**src/rtl/core/rwl_pkg.sv**
```systemverilog
// Shared types and constants for the reader/writer lock arbiter.
// Used by the controller, datapath, queue and top-level modules.
`timescale 1ns / 1ps

package rwl_pkg;

  localparam int TID_W   = 4;
  localparam int NUM_IDS = 1 << TID_W;
  localparam int RC_W    = 5;
  localparam logic [RC_W-1:0] COUNT_MAX = 5'd31;

  typedef enum logic [1:0] {
    CMD_READ   = 2'd0,
    CMD_WRITE  = 2'd1,
    CMD_UNLOCK = 2'd2,
    CMD_CHECK  = 2'd3
  } cmd_t;

  typedef enum logic [2:0] {
    STAT_GRANTED    = 3'd0,
    STAT_QUEUED     = 3'd1,
    STAT_RELEASED   = 3'd2,
    STAT_NOT_HOLDER = 3'd3,
    STAT_IDLE       = 3'd4,
    STAT_BUSY       = 3'd5
  } status_t;

  typedef enum logic [1:0] {
    S_IDLE,
    S_EXEC,
    S_WAKE
  } state_t;

  // Commands from the controller to the datapath.
  typedef struct packed {
    logic load;   // capture the accepted request
    logic exec;   // carry out the captured request
    logic drain;  // grant and report the head waiting reader
  } ctrl_cmd_t;

  // Status from the datapath to the controller.
  typedef struct packed {
    logic out_free;    // the result register can take a result this cycle
    logic wake_rd;     // the captured request releases the writer onto waiting readers
    logic drain_last;  // exactly one reader is left in the reader queue
  } dp_status_t;

endpackage

```
**src/rtl/core/reader_writer_lock_arbiter.sv**
```systemverilog
// Writer-preferring reader/writer lock arbiter, top level.
// Depends on rwl_pkg, rwl_ctrl and rwl_datapath (which holds two rwl_fifo queues).
`timescale 1ns / 1ps

// A request is taken in S_IDLE and carried out in S_EXEC, which waits while the result
// register holds a stalled result. An unlock by the holding writer that wakes N queued
// readers first releases the lock and then reports the readers, one per cycle while the
// result register can take them, because the reader queue memory gives up one head entry
// per cycle. Both queues hold THREADS entries; their memories need no clearing after
// reset, and the block takes requests as soon as reset is released.
module reader_writer_lock_arbiter #(
  parameter int THREADS = 16
) (
  input  logic                      clk,
  input  logic                      rst,
  input  logic                      in_valid,
  output logic                      in_stall,
  input  logic [1:0]                cmd,
  input  logic [rwl_pkg::TID_W-1:0] thread_id,
  output logic                      out_valid,
  input  logic                      out_stall,
  output logic [2:0]                status,
  output logic                      woken_valid,
  output logic [rwl_pkg::TID_W-1:0] woken_thread,
  output logic                      last
);
  import rwl_pkg::*;

  ctrl_cmd_t  ctl;
  dp_status_t dps;

  rwl_ctrl u_ctrl (
    .clk(clk), .rst(rst), .in_valid(in_valid), .in_stall(in_stall), .ctl(ctl), .dps(dps)
  );

  rwl_datapath #(.THREADS(THREADS)) u_dp (
    .clk(clk), .rst(rst), .ctl(ctl), .dps(dps), .cmd(cmd), .thread_id(thread_id),
    .out_valid(out_valid), .out_stall(out_stall), .status(status),
    .woken_valid(woken_valid), .woken_thread(woken_thread), .last(last)
  );

endmodule

```
**src/rtl/core/rwl_fifo.sv**
```systemverilog
// Wait queue: a circular FIFO of thread ids in a memory, plus a membership mask.
// Depends on rwl_pkg for the thread id width.
`timescale 1ns / 1ps

module rwl_fifo #(
  parameter int DEPTH = 16
) (
  input  logic                      clk,
  input  logic                      rst,
  input  logic                      push,
  input  logic                      pop,
  input  logic [rwl_pkg::TID_W-1:0] push_id,
  input  logic [rwl_pkg::TID_W-1:0] query_id,
  output logic [rwl_pkg::TID_W-1:0] head_id,
  output logic [$clog2(DEPTH+1)-1:0] count,
  output logic                      dup
);
  import rwl_pkg::*;

  localparam int PW = $clog2(DEPTH);
  localparam int CW = $clog2(DEPTH+1);
  localparam logic [PW-1:0] LAST_PTR = PW'(DEPTH - 1);

  logic [TID_W-1:0]   mem [DEPTH];
  logic [PW-1:0]      head;
  logic [PW-1:0]      head_next;
  logic [PW-1:0]      tail;
  logic [CW-1:0]      cnt;
  logic [NUM_IDS-1:0] mask;
  logic [TID_W-1:0]   head_rd;

  always_comb begin
    head_next = head;
    if (pop) begin
      head_next = (head == LAST_PTR) ? '0 : head + PW'(1);
    end
  end

  // Reads look one pop ahead, so head_rd tracks the head except on a push to empty.
  always_ff @(posedge clk) begin
    if (push) begin
      mem[tail] <= push_id;
    end
    head_rd <= mem[head_next];
  end

  always_ff @(posedge clk) begin
    if (rst) begin
      head <= '0;
      tail <= '0;
      cnt  <= '0;
      mask <= '0;
    end else begin
      head <= head_next;
      if (push) begin
        tail          <= (tail == LAST_PTR) ? '0 : tail + PW'(1);
        cnt           <= cnt + CW'(1);
        mask[push_id] <= 1'b1;
      end else if (pop) begin
        cnt           <= cnt - CW'(1);
        mask[head_rd] <= 1'b0;
      end
    end
  end

  assign head_id = head_rd;
  assign count   = cnt;
  assign dup     = mask[query_id];

endmodule

```
**src/rtl/core/rwl_datapath.sv**
```systemverilog
// Datapath: lock state, the two wait queues and the result register.
// Depends on rwl_pkg and rwl_fifo; driven by commands from rwl_ctrl.
`timescale 1ns / 1ps

module rwl_datapath #(
  parameter int THREADS = 16
) (
  input  logic                      clk,
  input  logic                      rst,
  input  rwl_pkg::ctrl_cmd_t        ctl,
  output rwl_pkg::dp_status_t       dps,
  input  logic [1:0]                cmd,
  input  logic [rwl_pkg::TID_W-1:0] thread_id,
  output logic                      out_valid,
  input  logic                      out_stall,
  output logic [2:0]                status,
  output logic                      woken_valid,
  output logic [rwl_pkg::TID_W-1:0] woken_thread,
  output logic                      last
);
  import rwl_pkg::*;

  localparam int CW = $clog2(THREADS+1);
  localparam logic [CW-1:0] FULL_CNT = CW'(THREADS);

  cmd_t             cmd_q;
  logic [TID_W-1:0] tid_q;

  logic [RC_W-1:0]  reader_count, reader_count_next;
  logic             writer_held, writer_held_next;
  logic [TID_W-1:0] writer_holder, writer_holder_next;

  logic             rq_push, rq_pop, wq_push, wq_pop;
  logic [TID_W-1:0] rq_head, wq_head;
  logic [CW-1:0]    rq_cnt, wq_cnt;
  logic             rq_dup, wq_dup;

  logic             emit;
  status_t          e_status;
  logic             e_woken;
  logic [TID_W-1:0] e_thread;
  logic             e_last;

  status_t          status_q;
  logic             holder_match;

  rwl_fifo #(.DEPTH(THREADS)) u_rq (
    .clk(clk), .rst(rst), .push(rq_push), .pop(rq_pop), .push_id(tid_q),
    .query_id(tid_q), .head_id(rq_head), .count(rq_cnt), .dup(rq_dup)
  );

  rwl_fifo #(.DEPTH(THREADS)) u_wq (
    .clk(clk), .rst(rst), .push(wq_push), .pop(wq_pop), .push_id(tid_q),
    .query_id(tid_q), .head_id(wq_head), .count(wq_cnt), .dup(wq_dup)
  );

  assign holder_match = writer_held && (writer_holder == tid_q);

  assign dps.out_free   = !out_valid || !out_stall;
  assign dps.wake_rd    = (cmd_q == CMD_UNLOCK) && holder_match &&
                          (wq_cnt == '0) && (rq_cnt != '0);
  assign dps.drain_last = (rq_cnt == CW'(1));

  always_ff @(posedge clk) begin
    if (ctl.load) begin
      cmd_q <= cmd_t'(cmd);
      tid_q <= thread_id;
    end
  end

  always_comb begin
    reader_count_next  = reader_count;
    writer_held_next   = writer_held;
    writer_holder_next = writer_holder;
    rq_push  = 1'b0;
    rq_pop   = 1'b0;
    wq_push  = 1'b0;
    wq_pop   = 1'b0;
    emit     = 1'b0;
    e_status = STAT_GRANTED;
    e_woken  = 1'b0;
    e_thread = '0;
    e_last   = 1'b1;

    if (ctl.drain) begin
      rq_pop   = 1'b1;
      emit     = 1'b1;
      e_status = STAT_RELEASED;
      e_woken  = 1'b1;
      e_thread = rq_head;
      e_last   = dps.drain_last;
      if (reader_count != COUNT_MAX) begin
        reader_count_next = reader_count + RC_W'(1);
      end
    end else if (ctl.exec) begin
      case (cmd_q)
        CMD_READ: begin
          emit = 1'b1;
          if (writer_held || wq_cnt != '0) begin
            if (rq_dup) begin
              e_status = STAT_QUEUED;
            end else if (rq_cnt == FULL_CNT) begin
              e_status = STAT_BUSY;
            end else begin
              rq_push  = 1'b1;
              e_status = STAT_QUEUED;
            end
          end else begin
            e_status = STAT_GRANTED;
            if (reader_count != COUNT_MAX) begin
              reader_count_next = reader_count + RC_W'(1);
            end
          end
        end
        CMD_WRITE: begin
          emit = 1'b1;
          if (writer_held || reader_count != '0) begin
            if (wq_dup) begin
              e_status = STAT_QUEUED;
            end else if (wq_cnt == FULL_CNT) begin
              e_status = STAT_BUSY;
            end else begin
              wq_push  = 1'b1;
              e_status = STAT_QUEUED;
            end
          end else begin
            writer_held_next   = 1'b1;
            writer_holder_next = tid_q;
            e_status           = STAT_GRANTED;
          end
        end
        CMD_UNLOCK: begin
          e_status = STAT_RELEASED;
          if (holder_match) begin
            writer_held_next   = 1'b0;
            writer_holder_next = '0;
            if (wq_cnt != '0) begin
              wq_pop             = 1'b1;
              writer_held_next   = 1'b1;
              writer_holder_next = wq_head;
              emit               = 1'b1;
              e_woken            = 1'b1;
              e_thread           = wq_head;
            end else begin
              // With readers waiting, the results come from the drain steps.
              emit = (rq_cnt == '0);
            end
          end else if (reader_count != '0) begin
            reader_count_next = reader_count - RC_W'(1);
            emit              = 1'b1;
            if (reader_count == RC_W'(1) && wq_cnt != '0) begin
              wq_pop             = 1'b1;
              writer_held_next   = 1'b1;
              writer_holder_next = wq_head;
              e_woken            = 1'b1;
              e_thread           = wq_head;
            end
          end else begin
            emit     = 1'b1;
            e_status = STAT_NOT_HOLDER;
          end
        end
        CMD_CHECK: begin
          emit     = 1'b1;
          e_status = (reader_count != '0 || writer_held || rq_cnt != '0 || wq_cnt != '0) ?
                     STAT_BUSY : STAT_IDLE;
        end
        default: begin
          emit = 1'b0;
        end
      endcase
    end
  end

  always_ff @(posedge clk) begin
    if (rst) begin
      reader_count  <= '0;
      writer_held   <= 1'b0;
      writer_holder <= '0;
      out_valid     <= 1'b0;
    end else begin
      reader_count  <= reader_count_next;
      writer_held   <= writer_held_next;
      writer_holder <= writer_holder_next;
      if (emit) begin
        out_valid <= 1'b1;
      end else if (!out_stall) begin
        out_valid <= 1'b0;
      end
    end
  end

  always_ff @(posedge clk) begin
    if (emit) begin
      status_q     <= e_status;
      woken_valid  <= e_woken;
      woken_thread <= e_thread;
      last         <= e_last;
    end
  end

  assign status = status_q;

endmodule

```
**src/rtl/core/rwl_ctrl.sv**
```systemverilog
// Controller state machine: accepts requests and sequences execute and reader drain.
// Depends on rwl_pkg for the state and command/status types.
`timescale 1ns / 1ps

module rwl_ctrl (
  input  logic                clk,
  input  logic                rst,
  input  logic                in_valid,
  output logic                in_stall,
  output rwl_pkg::ctrl_cmd_t  ctl,
  input  rwl_pkg::dp_status_t dps
);
  import rwl_pkg::*;

  state_t state, state_next;

  always_ff @(posedge clk) begin
    if (rst) begin
      state <= S_IDLE;
    end else begin
      state <= state_next;
    end
  end

  always_comb begin
    state_next = state;
    ctl        = '0;
    in_stall   = 1'b1;
    case (state)
      S_IDLE: begin
        in_stall = 1'b0;
        if (in_valid) begin
          ctl.load   = 1'b1;
          state_next = S_EXEC;
        end
      end
      S_EXEC: begin
        // Wait until the result register can take whatever this transaction produces.
        if (dps.out_free) begin
          ctl.exec   = 1'b1;
          state_next = dps.wake_rd ? S_WAKE : S_IDLE;
        end
      end
      S_WAKE: begin
        if (dps.out_free) begin
          ctl.drain = 1'b1;
          if (dps.drain_last) begin
            state_next = S_IDLE;
          end
        end
      end
      default: begin
        state_next = S_IDLE;
      end
    endcase
  end

endmodule

```
**config.mk**
```make
export PLATFORM = sky130hd
export DESIGN_NAME = reader_writer_lock_arbiter
export DESIGN_NICKNAME = d
export VERILOG_FILES = /design/src/rtl/core/rwl_pkg.sv /design/src/rtl/core/reader_writer_lock_arbiter.sv /design/src/rtl/core/rwl_fifo.sv /design/src/rtl/core/rwl_datapath.sv /design/src/rtl/core/rwl_ctrl.sv
export SDC_FILE = /design/constraint.sdc
export NUM_CORES = 1
export LEC_CHECK = 0
export ABC_CLOCK_PERIOD_IN_PS = 9200
export BUFFER_PORTS_ARGS = -buffer_cell sky130_fd_sc_hd__buf_2
export CELL_PAD_IN_SITES_DETAIL_PLACEMENT = 1
export CELL_PAD_IN_SITES_GLOBAL_PLACEMENT = 1
export CORE_MARGIN = 5
export CORE_UTILIZATION = 30
export DETAILED_ROUTE_END_ITERATION = 16
export PLACE_DENSITY = 0.5
export SYNTH_ARGS = -nofsm -noshare
export SYNTH_HDL_FRONTEND = slang
export SYNTH_SLANG_ARGS = --single-unit
export TNS_END_PERCENT = 100
```
**constraint.sdc**
```tcl
create_clock -name clk -period 9.2 [get_ports clk]
set_input_delay 1.38 -clock clk [delete_from_list [all_inputs] [get_ports clk]]
set_output_delay 1.38 -clock clk [all_outputs]
set_load 0.02 [all_outputs]
```
==> out/summary.txt, run 1 <==
grt ovf: 0
register bit total from synthesis: 222
GP Congestion: 0.7572
Syn Inst Count: 879
gr usage total: 14.19%
Worst Hold Path Cells: 1
total chip power: 2.146 mW
top cell type by total area after synthesis: edfxtp_1
maximum clock path buffer count: 3
Worst-path clk slew: 0.06 ns
Mapped Area: 10160 sq um
crit-path leading delay family: buffers and inverters
Site Rows: 67
DRT Wirelength: 27540 um
root buffer cell: clkbuf_16
ANT cells: 0
Post-synth top cells: edfxtp_1 (143), nand2_1 (88), nor2_1 (85)
I/O pin count: 21
Post-DP HPWL: 17630 um
syn avg cell area: 11.56 sq um
layout cells sized above 1: 11.93%
Clock Skew: 0.01435 ns
Yosys cell types: 74
vias: 6912
HP Start: u_ctrl.state[1]$_SDFFE_PP0P_
Post-CTS Setup Inserts: 0
PostCTS Resize Cnt: 0
TritonCTS clock tree: yes
Top FF cell, synth: edfxtp_1
area grow syn2layout: 13.57%
register area share after synthesis: 57.83%
vias per cell: 5.109
Critical Path Sink Type: register
Reg-to-Reg Start: u_dp.tid_q[0]$_DFFE_PP_
pin count of the biggest net entering global routing: 72
# Max-Cap Violations: 0
Max Slew Vio Count: 0
Leak: 3.935 nW
Max stage delay cell, worst path: mux4_2
asr flop ratio synth: 0%
global-route wire length before repair: 42730 um
Worst VDD drop: 0.1233 mV
IO buf count: 20
top cells by area, synth: edfxtp_1 (42%), dfxtp_1 (16%), mux4_2 (3.8%)
First DRT Iteration DRCs: 317
status: complete, no violations
wire per inst: 20.36 um
R2R Setup Slk: 5.21 ns
worst min path class: reg -> reg
die footprint: 37650 sq um
critical path type: reg -> reg
Sink Count: 222
Worst Tran Pin Value: 0.9936 ns
Worst Setup Start Kind: register
fin util: 34.50%
power per cell area: 186.0 nW/um^2
most common cell in the netlist: edfxtp_1
Fmax achieved: 250.8 MHz
net count after synthesis: 915
post-synth top area share: 42.26%
Worst Hold Path EP: u_ctrl.state[0]$_SDFFE_PP0P_
Initial Utilization: 30.38%
Critical Path Fanout Max: 47
Yosys warning total: 0
hold violation count in the final report: 0
Worst EP arrival: 4.39 ns
cts hold-fix bufs: 0
slowest stage delay, CP: 0.58 ns
Post-synth EDFFs: 143
worst r2r dst: u_dp.u_wq.count[4]$_SDFFE_PP0P_
die width: 194.0 um
H-Tree Depth: 1
final period utilization: 43.34%
Worst-Skew Late Latency: 0.55 ns
RSZ-0062 raised after global routing: no
remaining antenna violation count: 0
WP data required: 9.60 ns
initial antenna violation count: 0
DRC: 0
Buf+Inv Stages, Crit Path: 3
Setup TNS Final: 0 ns
post-layout minimum cycle time: 3.988 ns
relative slew slack: 33.62%
Die H: 194.0 um
fin nets: 923
CORE AREA: 33450 sq um
R2R depth: 13
DRT Pass-1 Iters: 4
vias in the first global route: 7281
# setup viols final: 0
CTS Buf Count: 26
CP Cell Sequence: buf_4 -> mux4_2 -> a221oi_1 -> o211ai_1 -> nor2_2 -> buf_4 -> inv_1 -> fa_1 -> a21o_1 -> a21oi_1 -> mux2i_1 -> xor2_1 -> nor2_1
critical path's most frequent cell: buf_4
[layer usage]
layer,GRT usage (%),wire (um)
met5,0,0
met3,2.276,840
met2,23.95,13040
met4,2.786,375
met1,19.47,13290
[sequential cells by signal (all words and copies together), names as in the netlist, 3 cells and up]
name	flops
u_dp.reader_count	5
u_dp.status	3
u_dp.tid_q	4
u_dp.u_rq.count	5
u_dp.u_rq.head	4
u_dp.u_rq.head_id	4
u_dp.u_rq.mask	16
u_dp.u_rq.mem	64
u_dp.u_rq.tail	4
u_dp.u_wq.count	5
u_dp.u_wq.head	4
u_dp.u_wq.head_id	4
u_dp.u_wq.mask	16
u_dp.u_wq.mem	64
u_dp.u_wq.tail	4
u_dp.woken_thread	4
u_dp.writer_holder	4
[worst max path at each step]
stage,from,to,slack (ns),cells past startpoint
5_1_grt,u_dp.tid_q[0]$_DFFE_PP_,u_dp.u_wq.count[4]$_SDFFE_PP0P_,4.92,13
3_3_place_gp,out_stall,u_dp.u_wq.head_id[0]$_DFF_P_,4.83,9
6_report,u_dp.tid_q[0]$_DFFE_PP_,u_dp.u_wq.count[4]$_SDFFE_PP0P_,5.21,13
4_1_cts,u_dp.tid_q[0]$_DFFE_PP_,u_dp.u_wq.count[4]$_SDFFE_PP0P_,5.15,13
2_1_floorplan,u_dp.tid_q[0]$_DFFE_PP_,u_dp.u_wq.count[4]$_SDFFE_PP0P_,5.15,15
3_5_place_dp,out_stall,u_dp.u_wq.head_id[0]$_DFF_P_,4.73,9
[cell families (layout without fill, tap and decap cells)]
logic type	after synthesis	count (layout)	synth area share, %
DFF	222	222	57.83
xor gates and xnor gates	13	13	1.121
buffers and inverters	74	100	3.078
and+or+nand+nor	311	311	14.86
adders and majority gates	26	26	3.275
muxes	36	36	5.701
AOI/OAI and AO/OA	197	197	14.14
[power breakdown]
group	internal (mW)	leakage, nW	switching, mW
logic	0.0188	1.59	0.0530
clock network	0.587	0.411	0.417
registers	1.07	1.93	0.00474
total	1.67	3.93	0.475
[layout by cell type (no fill, tap or decap), drive strengths merged, types with 4 or more instances in the layout]
master	n
edfxtp	143
nand2	89
nor2	85
dfxtp	79
a31oi	46
a211oi	40
clkbuf	33
buf	32
a21oi	30
nor3	28
and2	26
ha	25
inv	23
nand3	19
mux4	17
and3	16
nand2b	15
mux2i	14
nor2b	11
a311oi	11
o21ai	11
clkinv	11
xor2	9
a21o	8
o211ai	7
o211a	6
mux2	5
a211o	5
or4	5
nor4	4
a22o	4
xnor2	4
[through the flow]
stage / worst slack (ns) / cell area, sq um / hold WS [ns] / instances
finish: 5.212 / 11540 / 0.4897 / 1353
global route: 4.918 / 11540 / 0.5234 / 1353
global placement: 4.832 / 10700 / 0.4826 / 1307
CTS: 5.155 / 11540 / 0.4895 / 1353
detailed placement: 4.725 / 10700 / 0.4841 / 1307
floorplan: 5.152 / 10160 / 0.4409 / 879
[worst reg2reg max path, cell delays in order, from the launching register on]
cell	delay, ns
edfxtp_1	0.32
buf_4	0.52
mux4_2	0.61
a221oi_1	0.29
o211ai_1	0.18
nor2_2	0.14
buf_4	0.31
inv_1	0.22
fa_1	0.49
a21o_1	0.17
a21oi_1	0.17
mux2i_1	0.23
xor2_1	0.16
nor2_1	0.05
[final cells by class]
type | instances | area, sq um
fill | 3633 | 21910
sequential | 222 | 5876
multi-input combinational | 583 | 3993
clock buffer | 33 | 728.2
tap | 448 | 560.5
timing repair buffer | 32 | 190.2
clock inverter | 13 | 110.1
inverter | 22 | 82.58
Note: power is estimated with default switching activity, not from simulation.
==> inputs of run 2 (changes only) <==
--- a/config.mk
+++ b/config.mk
@@ -5,7 +5,7 @@
 export SDC_FILE = /design/constraint.sdc
 export NUM_CORES = 1
 export LEC_CHECK = 0
-export ABC_CLOCK_PERIOD_IN_PS = 9200
+export ABC_CLOCK_PERIOD_IN_PS = 4100
 export BUFFER_PORTS_ARGS = -buffer_cell sky130_fd_sc_hd__buf_2
 export CELL_PAD_IN_SITES_DETAIL_PLACEMENT = 1
 export CELL_PAD_IN_SITES_GLOBAL_PLACEMENT = 1
==> constraint.sdc (replaced) <==
create_clock -name clk -period 4.1 [get_ports clk]
set_input_delay 0.615 -clock clk [delete_from_list [all_inputs] [get_ports clk]]
set_output_delay 0.615 -clock clk [all_outputs]
set_load 0.02 [all_outputs]
==> run 2 against run 1 <==
Net effect: critical path depth decreased by 1; design area increased by 1.4%; clock-buffer cell count increased by 5; hold slack got worse by 0.24 ns; first-iteration DRC count decreased by 22%; fmax increased by 18%; sequential cell count unchanged; critical endpoint unchanged; highest routed layer unchanged.
==> out/summary.txt, run 2 (synthesized netlist as in run 1, its figures left out) <==
Post-DP HPWL: 18630 um (+5.6%)
Critical Path Sink Type: register
placed insts: 1315 (+0.61%)
DRC: 0 (unchanged)
post-layout minimum cycle time: 3.381 ns (-0.6071 ns)
Site Rows: 67 (unchanged)
Setup TNS Final: 0 ns (unchanged)
Post-Layout Cell Count: 1365 (+0.89%)
cts hold-fix bufs: 0 (unchanged)
power per cell area: 427.0 nW/um^2 (+130%)
Worst Hold Path Cells: 1 (unchanged)
Fmax achieved: 295.8 MHz (+18%)
Leak: 4.008 nW (+1.9%)
ANT cells: 0 (unchanged)
# Max-Cap Violations: 0 (unchanged)
fin nets: 932 (+0.98%)
CTS Buf Count: 27 (+3.8%)
PostCTS Resize Cnt: 0 (unchanged)
Sink Count: 222 (unchanged)
post-route cell area: 11700 sq um (+1.4%)
final period utilization: 82.45% (+39 points)
H-Tree Depth: 1 (unchanged)
Largest regs: u_dp.u_rq.mem (64), u_dp.u_wq.mem (64)
Worst Tran Pin Value: 0.9752 ns (-0.01848 ns)
maximum clock path buffer count: 3 (unchanged)
area grow syn2layout: 15.18%
gr usage total: 14.28% (+0.094 points)
Initial Utilization: 30.38% (unchanged)
critical path type: reg -> reg
status: complete, no violations
root buffer cell: clkbuf_16
vias per cell: 5.089 (-0.39%)
GP Congestion: 0.7510 (-0.82%)
TritonCTS clock tree: yes
Post-DP Area: 10790 sq um (+0.80%)
Clock Skew: 0.01209 ns (-0.002256 ns)
remaining antenna violation count: 0 (unchanged)
WHS: 0.2516 ns (-0.2381 ns)
layout cells sized above 1: 13.52% (+1.6 points)
most frequent cells in the layout: edfxtp_1 (143), nand2_1 (88), nor2_1 (84)
grt ovf: 0 (unchanged)
WP data required: 4.50 ns (-5.10 ns)
die width: 194.0 um (unchanged)
fin util: 34.99% (+0.49 points)
initial antenna violation count: 0 (unchanged)
Post-CTS Setup Inserts: 0 (unchanged)
die footprint: 37650 sq um (unchanged)
Worst Setup Start Kind: register
hold violation count in the final report: 0 (unchanged)
Critical Path Fanout Max: 15 (-68%)
Die H: 194.0 um (unchanged)
DRT Wirelength: 27580 um (+0.15%)
# setup viols final: 0 (unchanged)
global-route wire length before repair: 43050 um (+0.74%)
worst min path class: in -> reg
Worst-path clk slew: 0.06 ns (about the same)
pin count of the biggest net entering global routing: 49 (-32%)
Worst VDD drop: 0.3312 mV (+170%)
RSZ-0062 raised after global routing: no
vias in the first global route: 7311 (+0.41%)
R2R depth: 12 (-1)
Worst-Skew Late Latency: 0.54 ns (about the same)
IO buf count: 20 (unchanged)
DRT Pass-1 Iters: 4 (unchanged)
First DRT Iteration DRCs: 246 (-22%)
vias: 6946 (+0.49%)
most common cell after layout, fill and taps aside: edfxtp_1
Max Slew Vio Count: 0 (unchanged)
wire per inst: 20.21 um (-0.73%)
relative slew slack: 34.99% (+1.4 points)
I/O pin count: 21 (unchanged)
Worst EP arrival: 3.78 ns (-0.61 ns)
CORE AREA: 33450 sq um (unchanged)
## run 2: cell types whose count changed in the layout (fill, tap and decap cells not counted), sizes merged
cell	delta
buf	+8
bufinv	+1
clkbuf	+5
clkinv	-8
clkinvlp	+5
inv	+1
## run 2: metal layers
layer  wire length, um  vias up  global-route usage (%)  share of wire [%]
li1                  -     3346                       -                  -
met1             13270     3454                   20.04                 48
met2             12750      106                   23.40                 46
met3               923       40                   2.068                3.3
met4               638        0                   3.568                2.3
met5                 0        -                       0                  0
## run 2: area by class of cell
type	instances	area, sq um
fill	3630	21740
sequential	222	5876
clock buffer	38	788.3
clock inverter	12	128.9
tap	448	560.5
inverter	22	82.58
multi-input combinational	583	3993
timing repair buffer	40	275.3
## run 2: path summary, 6_finish.rpt
check	startpoint	endpoint	slack, ns
worst max-delay path	u_dp.tid_q[0]$_DFFE_PP_	u_dp.u_wq.count[4]$_SDFFE_PP0P_	0.72
worst min-delay path	cmd[1]	u_dp.cmd_q[1]$_DFFE_PP_	0.25
worst max register to register	u_dp.tid_q[0]$_DFFE_PP_	u_dp.u_wq.count[4]$_SDFFE_PP0P_	0.72
worst min register to register	u_dp.u_rq.count[4]$_SDFFE_PP0P_	u_dp.u_rq.count[4]$_SDFFE_PP0P_	0.51
## run 2: power by group
group / internal, mW / switching (mW) / leakage [nW] / total [mW]
Clock: 1.47 / 0.958 / 0.434 / 2.43
Sequential: 2.39 / 0.0148 / 1.93 / 2.41
Combinational: 0.0483 / 0.116 / 1.64 / 0.164
Total: 3.91 / 1.09 / 4.01 / 5.00
## run 2: per-stage QoR
step | setup WS [ns] | power, mW
2_1_floorplan | 0.05222 | 2.551
3_3_place_gp | 0.6970 | 2.621
3_5_place_dp | 0.6653 | 2.622
4_1_cts | 0.6609 | 5.081
5_1_grt | 0.4752 | 5.183
6_report | 0.7195 | 4.998
## run 2: worst max-delay path, stage by stage (launching register included)
cell	delay [ns]
edfxtp_1	0.34
buf_4	0.25
mux4_2	0.53
a221oi_1	0.29
o211ai_1	0.18
nor2_2	0.22
inv_1	0.17
fa_1	0.48
a21o_1	0.17
a21oi_1	0.17
mux2i_1	0.23
xor2_1	0.16
nor2_1	0.05
